File: config.mk
export PLATFORM = sky130hd
export DESIGN_NAME = scan_and_lock_turret_controller_top
export DESIGN_NICKNAME = d
export VERILOG_FILES = /design/src/rtl/core/slt_pkg.sv /design/src/rtl/core/scan_and_lock_turret_controller_top.sv /design/src/rtl/core/slt_axis.sv /design/src/rtl/core/slt_div.sv
export VERILOG_INCLUDE_DIRS = /design/src /design/src/rtl/core
export SDC_FILE = /design/constraint.sdc
export NUM_CORES = 1
export LEC_CHECK = 0
export ABC_AREA = 1
export BUFFER_PORTS_ARGS = -buffer_cell sky130_fd_sc_hd__buf_2
export CAP_MARGIN = 10
export CORE_UTILIZATION = 58
export DETAILED_ROUTE_END_ITERATION = 8
export PLACE_DENSITY = 0.9
export SETUP_SLACK_MARGIN = 0.1
export SYNTH_ARGS = -nofsm -noshare
export SYNTH_HDL_FRONTEND = slang
export SYNTH_SLANG_ARGS = --single-unit
File: constraint.sdc
create_clock -name clk -period 5 [get_ports clk]
set_input_delay 0.25 -clock clk [delete_from_list [all_inputs] [get_ports clk]]
set_output_delay 0.25 -clock clk [all_outputs]
set_load 0.02 [all_outputs]
File: src/rtl/core/assert_macros.svh
// Assertion macros shared by the turret controller RTL.
`ifndef ASSERT_MACROS_SVH
`define ASSERT_MACROS_SVH

// Condition must hold at every clock edge outside reset.
`define ASSERT_ALWAYS(label, clk, rst_n, cond, msg) \
	label: assert property (@(posedge clk) disable iff (!rst_n) (cond)) else $error(msg);

// Consequent must hold in the same cycle as the antecedent.
`define ASSERT_IMPLIES(label, clk, rst_n, ante, cons, msg) \
	label: assert property (@(posedge clk) disable iff (!rst_n) (ante) |-> (cons)) \
		else $error(msg);

`endif

File: src/rtl/core/slt_pkg.sv
// Shared types, constants and the servo pulse map of the turret controller.
package slt_pkg;

	// Register indexes on the configuration port
	localparam int IDX_W = 3;
	localparam logic [IDX_W-1:0] REG_PAN_STEP     = 3'd0;
	localparam logic [IDX_W-1:0] REG_PAN_LIMIT    = 3'd1;
	localparam logic [IDX_W-1:0] REG_TILT_STEP    = 3'd2;
	localparam logic [IDX_W-1:0] REG_TILT_FLOOR   = 3'd3;
	localparam logic [IDX_W-1:0] REG_TILT_CEILING = 3'd4;
	localparam logic [IDX_W-1:0] REG_LOCK_LIMIT   = 3'd5;
	localparam int CFG_W = 15;

	// Register reset values
	localparam logic [5:0]  PAN_STEP_RST     = 6'd2;
	localparam logic [7:0]  PAN_LIMIT_RST    = 8'd180;
	localparam logic [5:0]  TILT_STEP_RST    = 6'd1;
	localparam logic [7:0]  TILT_FLOOR_RST   = 8'd90;
	localparam logic [7:0]  TILT_CEILING_RST = 8'd130;
	localparam logic [14:0] LOCK_LIMIT_RST   = 15'd1740;

	// Angle constants
	localparam logic [7:0] ANGLE_MAX  = 8'd180;
	localparam logic [7:0] PAN_RESET  = 8'd0;
	localparam logic [7:0] TILT_RESET = 8'd90;

	// Echo validity window (2..400 cm) and conversion
	localparam logic [14:0] ECHO_MIN_US = 15'd117;
	localparam logic [14:0] ECHO_MAX_US = 15'd23199;
	localparam int          US_PER_CM   = 58;
	localparam int          QUO_W       = 9;
	localparam logic [QUO_W-1:0] DIST_MAX = 9'd400;

	// Stream widths
	localparam int S_DATA_W = 16;
	localparam int M_DATA_W = 56;

	// Pulse map: 500 + floor(angle*100/9) = 500 + (angle*5825500) >> 19, exact for 0..180
	localparam logic [22:0] PULSE_MUL  = 23'd5825500;
	localparam logic [11:0] PULSE_BASE = 12'd500;

	// Per-axis sweep control
	typedef struct packed {
		logic step_en;  // advance one sweep tick
		logic load_en;  // jump to held angle
	} axis_ctl_t;

	// Divider status
	typedef struct packed {
		logic busy;
		logic done;
	} div_stat_t;

	function automatic logic [11:0] pulse_of(input logic [7:0] angle);
		logic [30:0] prod;
		prod = 31'(angle) * 31'(PULSE_MUL);
		return prod[30:19] + PULSE_BASE;
	endfunction

endpackage

File: src/rtl/core/scan_and_lock_turret_controller_top.sv
// Top level of the scan-and-lock turret controller: ring, lock, sequencer, output.
//
//  channel  | dir | handshake          | content
//  s_*      | in  | s_tvalid/s_tready  | sweep tick or echo sample, one per beat
//  m_*      | out | m_tvalid/m_tready  | angles, pulses, lock, distance, one per input beat
//  cfg_*    | in  | cfg_we             | register writes, index 0..5
//
// A sweep tick goes from the ring state straight to the output stage; a sample passes
// ring update, lock compare, the bit-serial divider (9 steps and a done strobe, skipped
// with an empty ring), then the output stage.
// One item at a time; s_tready is high only when the sequencer is idle, and the
// next beat is taken while a finished result still waits in the output register.
// A stalled m_tready holds the sequencer in its output state while an earlier result waits.
// Reset (arst_n low) clears the echo ring, sweep state and registers at once.
`include "assert_macros.svh"

module scan_and_lock_turret_controller_top #(
	parameter int RING_DEPTH = 5
) (
	input  logic                         clk,
	input  logic                         arst_n,
	input  logic                         s_tvalid,
	output logic                         s_tready,
	input  logic [slt_pkg::S_DATA_W-1:0] s_tdata,   // echo_us[14:0], echo_seen[15]
	input  logic                         s_tuser,   // action: 0 tick, 1 sample
	output logic                         m_tvalid,
	input  logic                         m_tready,
	// pan_angle[7:0], tilt_angle[15:8], pan_pulse_us[27:16], tilt_pulse_us[39:28],
	// locked[40], distance_cm[49:41], sample_taken[50], zero[55:51]
	output logic [slt_pkg::M_DATA_W-1:0] m_tdata,
	input  logic                         cfg_we,
	input  logic [slt_pkg::IDX_W-1:0]    cfg_index,
	input  logic [slt_pkg::CFG_W-1:0]    cfg_data
);

	localparam int SLOT_W = (RING_DEPTH > 1) ? $clog2(RING_DEPTH) : 1;
	localparam int CNT_W  = $clog2(RING_DEPTH + 1);
	localparam int SUM_W  = 15 + $clog2(RING_DEPTH);
	localparam int DEN_W  = CNT_W + 6;
	localparam int LOCK_W = 15 + CNT_W;

	localparam logic [2:0] ST_IDLE = 3'd0;
	localparam logic [2:0] ST_RING = 3'd1;
	localparam logic [2:0] ST_LOCK = 3'd2;
	localparam logic [2:0] ST_DIV  = 3'd3;
	localparam logic [2:0] ST_EMIT = 3'd4;

	// Configuration registers
	logic [5:0]  pan_step_q;
	logic [7:0]  pan_limit_q;
	logic [5:0]  tilt_step_q;
	logic [7:0]  tilt_floor_q;
	logic [7:0]  tilt_ceiling_q;
	logic [14:0] lock_limit_q;

	// Sequencer and item
	logic [2:0]  state_q;
	logic        action_q;
	logic [14:0] echo_q;
	logic        seen_q;
	logic        taken_q;

	// Ring and filter state
	logic [14:0]      ring_q [RING_DEPTH];
	logic [SLOT_W-1:0] slot_q;
	logic [SUM_W-1:0] sum_q;
	logic [CNT_W-1:0] count_q;
	logic             hold_q;
	logic [7:0]       held_pan_q;
	logic [7:0]       held_tilt_q;
	logic [slt_pkg::QUO_W-1:0] cm_q;

	// Output register
	logic                         m_tvalid_q;
	logic [slt_pkg::M_DATA_W-1:0] m_tdata_q;

	logic                      s_accept;
	logic                      echo_ok;
	logic [14:0]               old_echo;
	logic [LOCK_W-1:0]         lock_bound;
	logic                      lock_now;
	logic                      out_free;
	logic                      div_start;
	logic [DEN_W-1:0]          div_den;
	slt_pkg::div_stat_t        div_stat;
	logic [slt_pkg::QUO_W-1:0] div_quo;
	slt_pkg::axis_ctl_t        axis_ctl;
	logic [7:0]                pan_angle;
	logic [7:0]                tilt_angle;

	assign s_tready = (state_q == ST_IDLE);
	assign s_accept = s_tvalid && s_tready;
	assign out_free = !m_tvalid_q || m_tready;

	// Configuration writes; unknown indexes ignored
	always_ff @(posedge clk or negedge arst_n) begin
		if (!arst_n) begin
			pan_step_q     <= slt_pkg::PAN_STEP_RST;
			pan_limit_q    <= slt_pkg::PAN_LIMIT_RST;
			tilt_step_q    <= slt_pkg::TILT_STEP_RST;
			tilt_floor_q   <= slt_pkg::TILT_FLOOR_RST;
			tilt_ceiling_q <= slt_pkg::TILT_CEILING_RST;
			lock_limit_q   <= slt_pkg::LOCK_LIMIT_RST;
		end else if (cfg_we) begin
			case (cfg_index)
				slt_pkg::REG_PAN_STEP:     pan_step_q     <= cfg_data[5:0];
				slt_pkg::REG_PAN_LIMIT:    pan_limit_q    <= cfg_data[7:0];
				slt_pkg::REG_TILT_STEP:    tilt_step_q    <= cfg_data[5:0];
				slt_pkg::REG_TILT_FLOOR:   tilt_floor_q   <= cfg_data[7:0];
				slt_pkg::REG_TILT_CEILING: tilt_ceiling_q <= cfg_data[7:0];
				slt_pkg::REG_LOCK_LIMIT:   lock_limit_q   <= cfg_data;
				default: ;
			endcase
		end
	end

	// Sample validity and the ring entry about to be replaced
	assign echo_ok  = seen_q && (echo_q >= slt_pkg::ECHO_MIN_US)
		&& (echo_q <= slt_pkg::ECHO_MAX_US);
	assign old_echo = ring_q[slot_q];

	// Lock: average at or below limit, compared as sum <= limit*count
	assign lock_bound = LOCK_W'(lock_limit_q) * LOCK_W'(count_q);
	assign lock_now   = (count_q != '0) && (LOCK_W'(sum_q) <= lock_bound);

	// Divisor is 58 * count; the divider runs whenever the ring holds an echo
	assign div_den   = DEN_W'(count_q) * DEN_W'(slt_pkg::US_PER_CM);
	assign div_start = (state_q == ST_LOCK) && (count_q != '0);

	// Axis control: ticks move or hold, only in the ring state
	assign axis_ctl.step_en = (state_q == ST_RING) && !action_q && !hold_q;
	assign axis_ctl.load_en = (state_q == ST_RING) && !action_q && hold_q;

	slt_axis #(
		.RESET_ANGLE(slt_pkg::PAN_RESET)
	) u_pan (
		.clk       (clk),
		.arst_n    (arst_n),
		.ctl       (axis_ctl),
		.step      (pan_step_q),
		.lo_bound  (8'd0),
		.hi_bound  (pan_limit_q),
		.load_angle(held_pan_q),
		.angle     (pan_angle)
	);

	slt_axis #(
		.RESET_ANGLE(slt_pkg::TILT_RESET)
	) u_tilt (
		.clk       (clk),
		.arst_n    (arst_n),
		.ctl       (axis_ctl),
		.step      (tilt_step_q),
		.lo_bound  (tilt_floor_q),
		.hi_bound  (tilt_ceiling_q),
		.load_angle(held_tilt_q),
		.angle     (tilt_angle)
	);

	slt_div #(
		.NUM_W(SUM_W),
		.DEN_W(DEN_W)
	) u_div (
		.clk   (clk),
		.arst_n(arst_n),
		.start (div_start),
		.num   (sum_q),
		.den   (div_den),
		.stat  (div_stat),
		.quo   (div_quo)
	);

	// Input item capture
	always_ff @(posedge clk) begin
		if (s_accept) begin
			action_q <= s_tuser;
			echo_q   <= s_tdata[14:0];
			seen_q   <= s_tdata[15];
		end
	end

	// Sequencer, ring, lock and distance
	always_ff @(posedge clk or negedge arst_n) begin
		if (!arst_n) begin
			state_q     <= ST_IDLE;
			for (int i = 0; i < RING_DEPTH; i++) ring_q[i] <= '0;
			slot_q      <= '0;
			sum_q       <= '0;
			count_q     <= '0;
			hold_q      <= 1'b0;
			held_pan_q  <= slt_pkg::PAN_RESET;
			held_tilt_q <= slt_pkg::TILT_RESET;
			cm_q        <= '0;
			taken_q     <= 1'b0;
		end else begin
			case (state_q)
				ST_IDLE: begin
					if (s_accept) state_q <= ST_RING;
				end
				ST_RING: begin
					taken_q <= action_q && echo_ok;
					if (!action_q) begin
						state_q <= ST_EMIT;
					end else begin
						if (echo_ok) begin
							ring_q[slot_q] <= echo_q;
							sum_q   <= sum_q - SUM_W'(old_echo) + SUM_W'(echo_q);
							if (old_echo == '0) count_q <= count_q + CNT_W'(1);
							slot_q  <= (slot_q == SLOT_W'(RING_DEPTH - 1)) ? '0
								: slot_q + SLOT_W'(1);
						end
						state_q <= ST_LOCK;
					end
				end
				ST_LOCK: begin
					// Entering lock captures the current angles
					if (lock_now && !hold_q) begin
						held_pan_q  <= pan_angle;
						held_tilt_q <= tilt_angle;
					end
					hold_q <= lock_now;
					if (count_q != '0) begin
						state_q <= ST_DIV;
					end else begin
						cm_q    <= '0;
						state_q <= ST_EMIT;
					end
				end
				ST_DIV: begin
					if (div_stat.done) begin
						cm_q    <= div_quo;
						state_q <= ST_EMIT;
					end
				end
				ST_EMIT: begin
					if (out_free) state_q <= ST_IDLE;
				end
				default: state_q <= ST_IDLE;
			endcase
		end
	end

	// Result valid: set when a beat is loaded, cleared when it is taken
	always_ff @(posedge clk or negedge arst_n) begin
		if (!arst_n) begin
			m_tvalid_q <= 1'b0;
		end else if ((state_q == ST_EMIT) && out_free) begin
			m_tvalid_q <= 1'b1;
		end else if (m_tready) begin
			m_tvalid_q <= 1'b0;
		end
	end

	// Result beat, pulse map applied on the way into the output register
	always_ff @(posedge clk) begin
		if ((state_q == ST_EMIT) && out_free) begin
			m_tdata_q <= {5'b00000, taken_q, cm_q, hold_q,
				slt_pkg::pulse_of(tilt_angle), slt_pkg::pulse_of(pan_angle),
				tilt_angle, pan_angle};
		end
	end

	assign m_tvalid = m_tvalid_q;
	assign m_tdata  = m_tdata_q;

	`ASSERT_ALWAYS(a_count_range, clk, arst_n, count_q <= CNT_W'(RING_DEPTH), "ring count above depth")
	`ASSERT_ALWAYS(a_sum_count, clk, arst_n, (count_q == '0) == (sum_q == '0), "echo sum and count disagree")
	`ASSERT_IMPLIES(a_hold_echo, clk, arst_n, hold_q, count_q != '0, "locked with empty ring")
	`ASSERT_IMPLIES(a_div_range, clk, arst_n, div_stat.done, div_quo <= slt_pkg::DIST_MAX, "distance above 400 cm")

endmodule

File: src/rtl/core/slt_axis.sv
// One servo axis: bouncing sweep between two bounds, or load of a held angle.
module slt_axis #(
	parameter logic [7:0] RESET_ANGLE = 8'd0
) (
	input  logic                 clk,
	input  logic                 arst_n,
	input  slt_pkg::axis_ctl_t   ctl,
	input  logic [5:0]           step,
	input  logic [7:0]           lo_bound,
	input  logic [7:0]           hi_bound,
	input  logic [7:0]           load_angle,
	output logic [7:0]           angle
);

	logic [7:0]        angle_q;
	logic              rising_q;
	logic [7:0]        lo_cap;
	logic [7:0]        hi_cap;
	logic signed [9:0] moved;
	logic              at_hi;
	logic              at_lo;

	// Bounds above full travel are clamped
	assign lo_cap = (lo_bound > slt_pkg::ANGLE_MAX) ? slt_pkg::ANGLE_MAX : lo_bound;
	assign hi_cap = (hi_bound > slt_pkg::ANGLE_MAX) ? slt_pkg::ANGLE_MAX : hi_bound;

	// Step in the current direction, then test upper bound before lower
	assign moved = rising_q ? ($signed({2'b00, angle_q}) + $signed({4'b0000, step}))
		: ($signed({2'b00, angle_q}) - $signed({4'b0000, step}));
	assign at_hi = moved >= $signed({2'b00, hi_cap});
	assign at_lo = moved <= $signed({2'b00, lo_cap});

	always_ff @(posedge clk or negedge arst_n) begin
		if (!arst_n) begin
			angle_q  <= RESET_ANGLE;
			rising_q <= 1'b1;
		end else if (ctl.load_en) begin
			angle_q <= load_angle;
		end else if (ctl.step_en) begin
			if (at_hi) begin
				angle_q  <= hi_cap;
				rising_q <= 1'b0;
			end else if (at_lo) begin
				angle_q  <= lo_cap;
				rising_q <= 1'b1;
			end else begin
				angle_q <= moved[7:0];
			end
		end
	end

	assign angle = angle_q;

endmodule

File: src/rtl/core/slt_div.sv
// Restoring divider, one quotient bit per cycle through a shared compare/subtract.
module slt_div #(
	parameter int NUM_W = 18,
	parameter int DEN_W = 9
) (
	input  logic                      clk,
	input  logic                      arst_n,
	input  logic                      start,
	input  logic [NUM_W-1:0]          num,
	input  logic [DEN_W-1:0]          den,
	output slt_pkg::div_stat_t        stat,
	output logic [slt_pkg::QUO_W-1:0] quo
);

	localparam int WW    = NUM_W + DEN_W;
	localparam int CNT_W = $clog2(slt_pkg::QUO_W + 1);

	logic [WW-1:0]             rem_q;
	logic [WW-1:0]             dsh_q;
	logic [slt_pkg::QUO_W-1:0] quo_q;
	logic [CNT_W-1:0]          cnt_q;
	logic                      busy_q;
	logic                      done_q;
	logic                      ge;

	// Shared compare; quotient known to fit QUO_W bits
	assign ge = rem_q >= dsh_q;

	always_ff @(posedge clk or negedge arst_n) begin
		if (!arst_n) begin
			cnt_q  <= '0;
			busy_q <= 1'b0;
			done_q <= 1'b0;
		end else begin
			done_q <= 1'b0;
			if (start) begin
				cnt_q  <= CNT_W'(slt_pkg::QUO_W);
				busy_q <= 1'b1;
			end else if (busy_q) begin
				cnt_q <= cnt_q - CNT_W'(1);
				if (cnt_q == CNT_W'(1)) begin
					busy_q <= 1'b0;
					done_q <= 1'b1;
				end
			end
		end
	end

	// Datapath
	always_ff @(posedge clk) begin
		if (start) begin
			rem_q <= WW'(num);
			dsh_q <= WW'(den) << (slt_pkg::QUO_W - 1);
			quo_q <= '0;
		end else if (busy_q) begin
			if (ge) rem_q <= rem_q - dsh_q;
			dsh_q <= dsh_q >> 1;
			quo_q <= {quo_q[slt_pkg::QUO_W-2:0], ge};
		end
	end

	assign stat.busy = busy_q;
	assign stat.done = done_q;
	assign quo       = quo_q;

endmodule

# Yosys cells after proc, flatten, opt, wreduce, memory -nomap -nowiden
# Index checks and enable logic that the tools add are counted.
# classes
add_sub_neg	12
mul	4
n_lt_le_gt_ge	13
n_eq_ne	15
n_mux	48
bitwise_logic	2
reduce_logical	42
# op_table
operator	n
2-to-1 mux 8 bit	11
bitwise mux 75 bit	1
multiplier 8 x 21 -> 29 bit (second input constant)	2
2-to-1 mux 18 bit	3
binary-select mux 15 bit (select 3 bit)	1
demux 15 bit (select 3 bit)	1
2-to-1 mux 15 bit	3
2-to-1 mux 17 bit	2
greater-or-equal comparator 27 x 17 -> 1 bit	1
subtractor 27 x 17 -> 27 bit	1
adder 12 x 9 -> 12 bit (second input constant)	2
> comparator 8 bit (second input constant)	3
greater-or-equal comparator 10 x 9 -> 1 bit	2
2-to-1 mux 10 bit	2
adder 18 x 15 -> 18 bit	1
adder 8 x 6 -> 9 bit	2
<= comparator 18 bit	1
multiplier 15 x 3 -> 18 bit	1
2-to-1 mux 3 bit	6
2-to-1 mux 9 bit	2
case mux 9 bit (2 select lines)	1
AND reduction 2 bit	9
subtractor 18 x 15 -> 18 bit	1
subtractor 8 x 6 -> 9 bit	2
other kinds (29)	75
# totals
register_bits	326
in_bits	40
output_inout_bits	58
wordCells	173

# Longest topological paths before layout
# logic_depth
ltp_word	7
mapped_depth	28
mapped_depth_nobuf	27

# Modules after synthesis
# Synthesis repeated with hierarchy kept, for this count alone.
# hier_totals
cells_unflattened	3575
hier_area_um2	27348.7
# by_module_without_submodules
module	instances	cells_per_inst	area_per_inst_um2	seq_area_each_um2
scan_and_lock_turret_controller_top	1	2378	19496.2	6598.8
slt_div	1	525	3774.9	1481.4
slt_axis at u_pan	1	327	2050.7	226.5
slt_axis at u_tilt	1	345	2026.9	231.5

# Worst setup path after synthesis
# Ideal clock, no wire load.
# synth_path
kind	flip-flop to flip-flop
from	register u_tilt.angle_q[4], in the netlist u_tilt.angle[4]
to	register m_tdata_q, in the netlist m_tdata[38] (data pin)
setup_ns	0.252
t_arrival_ns	4.493
t_required_ns	4.748
setup_slack_ns	0.255
stages_incl_launch_ff	24
path_buffers	0
period_less_slack_ns	4.745
path_cell_list	dfstp_2 fa_1 fa_1 inv_1 fa_1 inv_1 fa_1 ha_1 nand2_1 nor2_1 inv_1 nor3_1 nor2_1 o21ai_1 nand2_1 nand2_1 nand2_1 nand2_1 inv_1 ha_1 nor2_1 nand3b_1 nand3_1 nand2_1
# synth_via
elab_chain_len	2
# synth_lines
item	line_no	rtl
start: declaration	slt_axis.sv:15	logic [7:0] angle_q;
start signal: assignment	slt_axis.sv:38	angle_q <= load_angle;
start signal: assignment	slt_axis.sv:41	angle_q <= hi_cap;
start signal: assignment	slt_axis.sv:44	angle_q <= lo_cap;
multiplier 8 x 21 -> 29 bit	slt_pkg.sv:56	prod = 31'(angle) * 31'(PULSE_MUL);
adder 12 x 9 -> 12 bit	slt_pkg.sv:57	return prod[30:19] + PULSE_BASE;
end signal: assignment	scan_and_lock_turret_controller_top.sv:257	m_tdata_q <= {5'b00000, taken_q, cm_q, hold_q,
end: declaration	scan_and_lock_turret_controller_top.sv:75	logic [slt_pkg::M_DATA_W-1:0] m_tdata_q;
# Every way passes these cells.
# A chain may end at the register's enable or synchronous reset.

# Final worst setup path
# layout_path
from	register u_pan.angle_q[6], in the netlist u_pan.angle[6]
to	register m_tdata_q, in the netlist m_tdata[26] (data pin)
# layout_via
elab_chain_len	2
# layout_lines
item	line_no
start: declaration	slt_axis.sv:15
start signal: assignment	slt_axis.sv:38
start signal: assignment	slt_axis.sv:41
start signal: assignment	slt_axis.sv:44
multiplier 8 x 21 -> 29 bit	slt_pkg.sv:56
adder 12 x 9 -> 12 bit	slt_pkg.sv:57
# Every way passes these cells.

==> out/metrics.cfg <==
[yosys]
synth.avg_cell_area_um2 = 7.882
yosys_warnings = 0
synth_top_family_by_area = adder cells
ys.flop_type = dfrtp_1
synth.area.mux_share = 0.003067
synthAdderAreaFrac = 0.2206
async_flop_share = 0.6288
ys_types = 60
seq_area_frac_synth = 0.3318
synth_compound_gate_area_share = 0.1177
synth.cell_area_um2 = 25700
syn_inst = 3261
ys_ff_latch = 326
synthSimpleGateAreaFrac = 0.2109
synth-edff-count = 94
yosys.area_share.xor_xnor = 0.01976

[routing]
vias = 22470
detail_route.wl_per_cell_um = 16.75
ant_nets = 0
drt-met1-wl_um = 28130
highest_layer = met5
wl_um = 67210
dr_wl_met3_um = 5909
remaining_drc_errors = 0
avgViaCountPerCell = 5.599
first_iter_violations = 2122
wl_met2_um = 30970
firstDrtPassIters = 7

[grt]
track_usage = 0.3018
overflow = 0
grt_antenna_before_repair = 2
grt_start_max_net_pins = 119
grt_pass1_wl_um = 107800
grt_pass1_vias = 21460

[setup_path]
worst-path-max-fanout = 4
reg2reg_from = u_pan.angle[6]
critPathRequiredTime_ps = 5310
crit_path_start_kind = register
reg2reg_slack_ps = 240
path_delay_family = adder cells
critical_path.slowest_cell = fa_2
worstPathCellList = inv_2, fa_2, buf_4, inv_1, ha_2, a21oi_1, fa_1, inv_1, fa_1, ha_1, a21o_1, a21oi_1, o21bai_1, inv_1, nand3_1, nand2_1, inv_1, ha_4, nor2_4, nand3b_1, nand3_1, nand2_1
worstPathArrival_ps = 5070
crit_path_frequent_cell = inv_1
end_kind = register
timing.critical_path.buf_inv = 6
slowest_delay_ps = 470
critical_path_class = register to register
rr_endpoint = m_tdata[26]
r2r_cells = 22

[die]
die-area_um2 = 45160
rows = 76
core_area_um2 = 43360
start_util = 0.5927
die_w_um = 212.5
io_pins = 98
die_height_um = 212.5

[sta]
fin_skew_ps = 25.63
worstMarginPinSlew_ps = 1104
min_period_ps = 4757
final_max_slew_viol_count = 0
hold_viol = 0
relSlewSlack = 0.2635
max_freq_ghz = 0.2102
fin_crit_sh = 0.9514
rsz0062_at_grt = no
setup_viol = 0

[cells_and_area]
fin_nets = 3820
fin_area_um2 = 28740
drive_gt1_frac = 0.09956
n_fill_cell = 3433
areaGrowthSynthToFinish_pct = 11.83

[cts]
h-tree-depth = 2
root_buffer = clkbuf_16
cts_tree = yes
cts_buffers = 36
clock_latency_ps = 580
cts_max_path_buffers = 3
cts.clk_slew.worst_paths_ps = 60
tritoncts_num_sinks = 326

[worst_hold_path]
holdCritStartpoint = s_tvalid
whs_endpoint = state_q[2]
hold_class = primary input to register
hold_depth = 3

[outcome]
status = finished, final reports clean

[placed_design]
dp_hpwl_um = 49920
portBuffers = 92
placed_area_um2 = 26850
gp_congestion = 0.9870

[job]
cap_violations = 0

## area by class of cell
class | instances | area (um^2) | area share
antenna | 2 | 5.005 | 0.0001741
clock inverter | 20 | 244.0 | 0.008488
inverter | 567 | 2128 | 0.07404
timing repair buffer | 162 | 1095 | 0.03809
multi-input combinational | 2304 | 14990 | 0.5214
sequential | 326 | 8532 | 0.2968
tap | 585 | 732.0 | 0.02546
clock buffer | 46 | 1020 | 0.03548
## registers in the layout (all words and copies together) (netlist names), 9 cells and up
name          count
lock_limit_q     15
cm_q              9
ring_q           75
m_tdata          51
u_div.rem_q      27
u_div.quo         9
echo_q           15
sum_q            18
u_div.dsh_q      17
## cells in the mapped netlist, types with 11 or more instances
master | count | area [um^2]
dfstp_2 | 28 | 735.7
inv_1 | 552 | 2072
nor2_1 | 192 | 720.7
ha_1 | 266 | 3328
o21bai_1 | 16 | 120.1
a21oi_1 | 177 | 885.9
or2_2 | 13 | 81.33
xor2_1 | 34 | 297.8
dfrtp_1 | 177 | 4429
o21ai_0 | 276 | 1381
o21ai_1 | 14 | 70.07
dfxtp_1 | 27 | 540.5
buf_2 | 16 | 80.08
nand4_1 | 42 | 262.8
nand2_1 | 795 | 2984
clkbuf_1 | 40 | 150.1
xnor2_1 | 24 | 210.2
fa_1 | 117 | 2342
o22ai_1 | 20 | 125.1
nand3b_1 | 11 | 82.58
nand3_1 | 174 | 870.8
nor3_1 | 35 | 175.2
edfxtp_1 | 94 | 2823
inv_2 | 13 | 48.80
## per-stage QoR
step / util / setup slack, ps / TNS (ps) / instances / hold WS [ps]
after detailed placement: 0.6193 / -78.19 / -108.8 / 3906 / 365.9
after CTS: 0.6552 / 35.59 / 0 / 3999 / 6.388
final: 0.6629 / 243.0 / 0 / 4012 / 35.31
after global routing: 0.6628 / 83.30 / 0 / 4010 / 72.61
after floorplan: - / 255.1 / 0 / 3265 / -45.59
after global placement: 0.6193 / 181.0 / 0 / 3906 / 355.1
## worst reg2reg max path, stage by stage (launching register included)
cell and delay (ps):
dfrtp_1 390, inv_2 90, fa_2 470, buf_4 150
inv_1 90, ha_2 280, a21oi_1 200, fa_1 450
inv_1 100, fa_1 440, ha_1 350, a21o_1 220
a21oi_1 200, o21bai_1 130, inv_1 90, nand3_1 100
nand2_1 100, inv_1 80, ha_4 180, nor2_4 100
nand3b_1 130, nand3_1 100, nand2_1 60
## worst max path at each step
| stage | start | to | slack [ps] | depth (start not counted) |
|---|---|---|---|---|
| 2_1_floorplan | u_tilt.angle[4] | m_tdata[38] | 260 | 23 |
| 3_3_place_gp | u_tilt.angle[3] | m_tdata[38] | 180 | 23 |
| 3_5_place_dp | u_pan.angle[6] | m_tdata[26] | -80 | 23 |
| 4_1_cts | u_pan.angle[5] | m_tdata[26] | 40 | 25 |
| 5_1_grt | u_tilt.angle[4] | m_tdata[38] | 80 | 23 |
| 6_report | u_pan.angle[6] | m_tdata[26] | 240 | 22 |
## cells by family after synthesis
| logic type | Yosys count |
|---|---|
| multiplexers | 7 |
| adder cells (fa/ha/maj) | 383 |
| buffers and inverters | 636 |
| AND/OR/NAND/NOR | 1291 |
| XOR/XNOR | 58 |
| other | 1 |
| AO/OA/AOI/OAI | 559 |
| flip-flops | 326 |
## placed cells by master, fill, tap and decap left out, types with 7 or more instances in the layout
cell type	instances
o21bai_1	16
inv_1	548
nand2_1	787
a21o_1	8
ha_4	9
nand2_2	12
nor2_1	181
nand4_1	42
nand3b_1	11
edfxtp_1	94
nor2_2	10
inv_2	17
buf_2	91
o21ai_0	272
fa_1	110
fa_2	7
ha_1	254
o22ai_1	20
buf_4	42
dfstp_2	28
o21ai_1	17
xor2_1	34
mux2_2	7
a21oi_1	174
dfxtp_1	27
a21oi_2	7
nand3_1	173
a22oi_1	10
dfrtp_1	174
or2_2	12
xnor2_1	23
dlygate4sd3_1	25
clkbuf_16	37
clkbuf_8	7
clkinv_2	9
nor3_1	32
## layer usage
metal | global-route usage | vias up
li1 | - | 10830
met1 | 0.4081 | 10530
met2 | 0.4884 | 948
met3 | 0.05066 | 159
met4 | 0.1101 | 2
met5 | 0 | -
## repair_timing
item	4_1_cts	5_1_grt
setup endpoints to repair	26	32
gates cloned	0	1
gates resized for setup	11	54
hold endpoints to repair	110	1
hold buffers	24	1
pin swaps	4	19
setup buffers	3	9
Power is left out: the tool's default activity adds up to more than one toggle a clock period on the data nets, which glitch-free logic cannot reach.
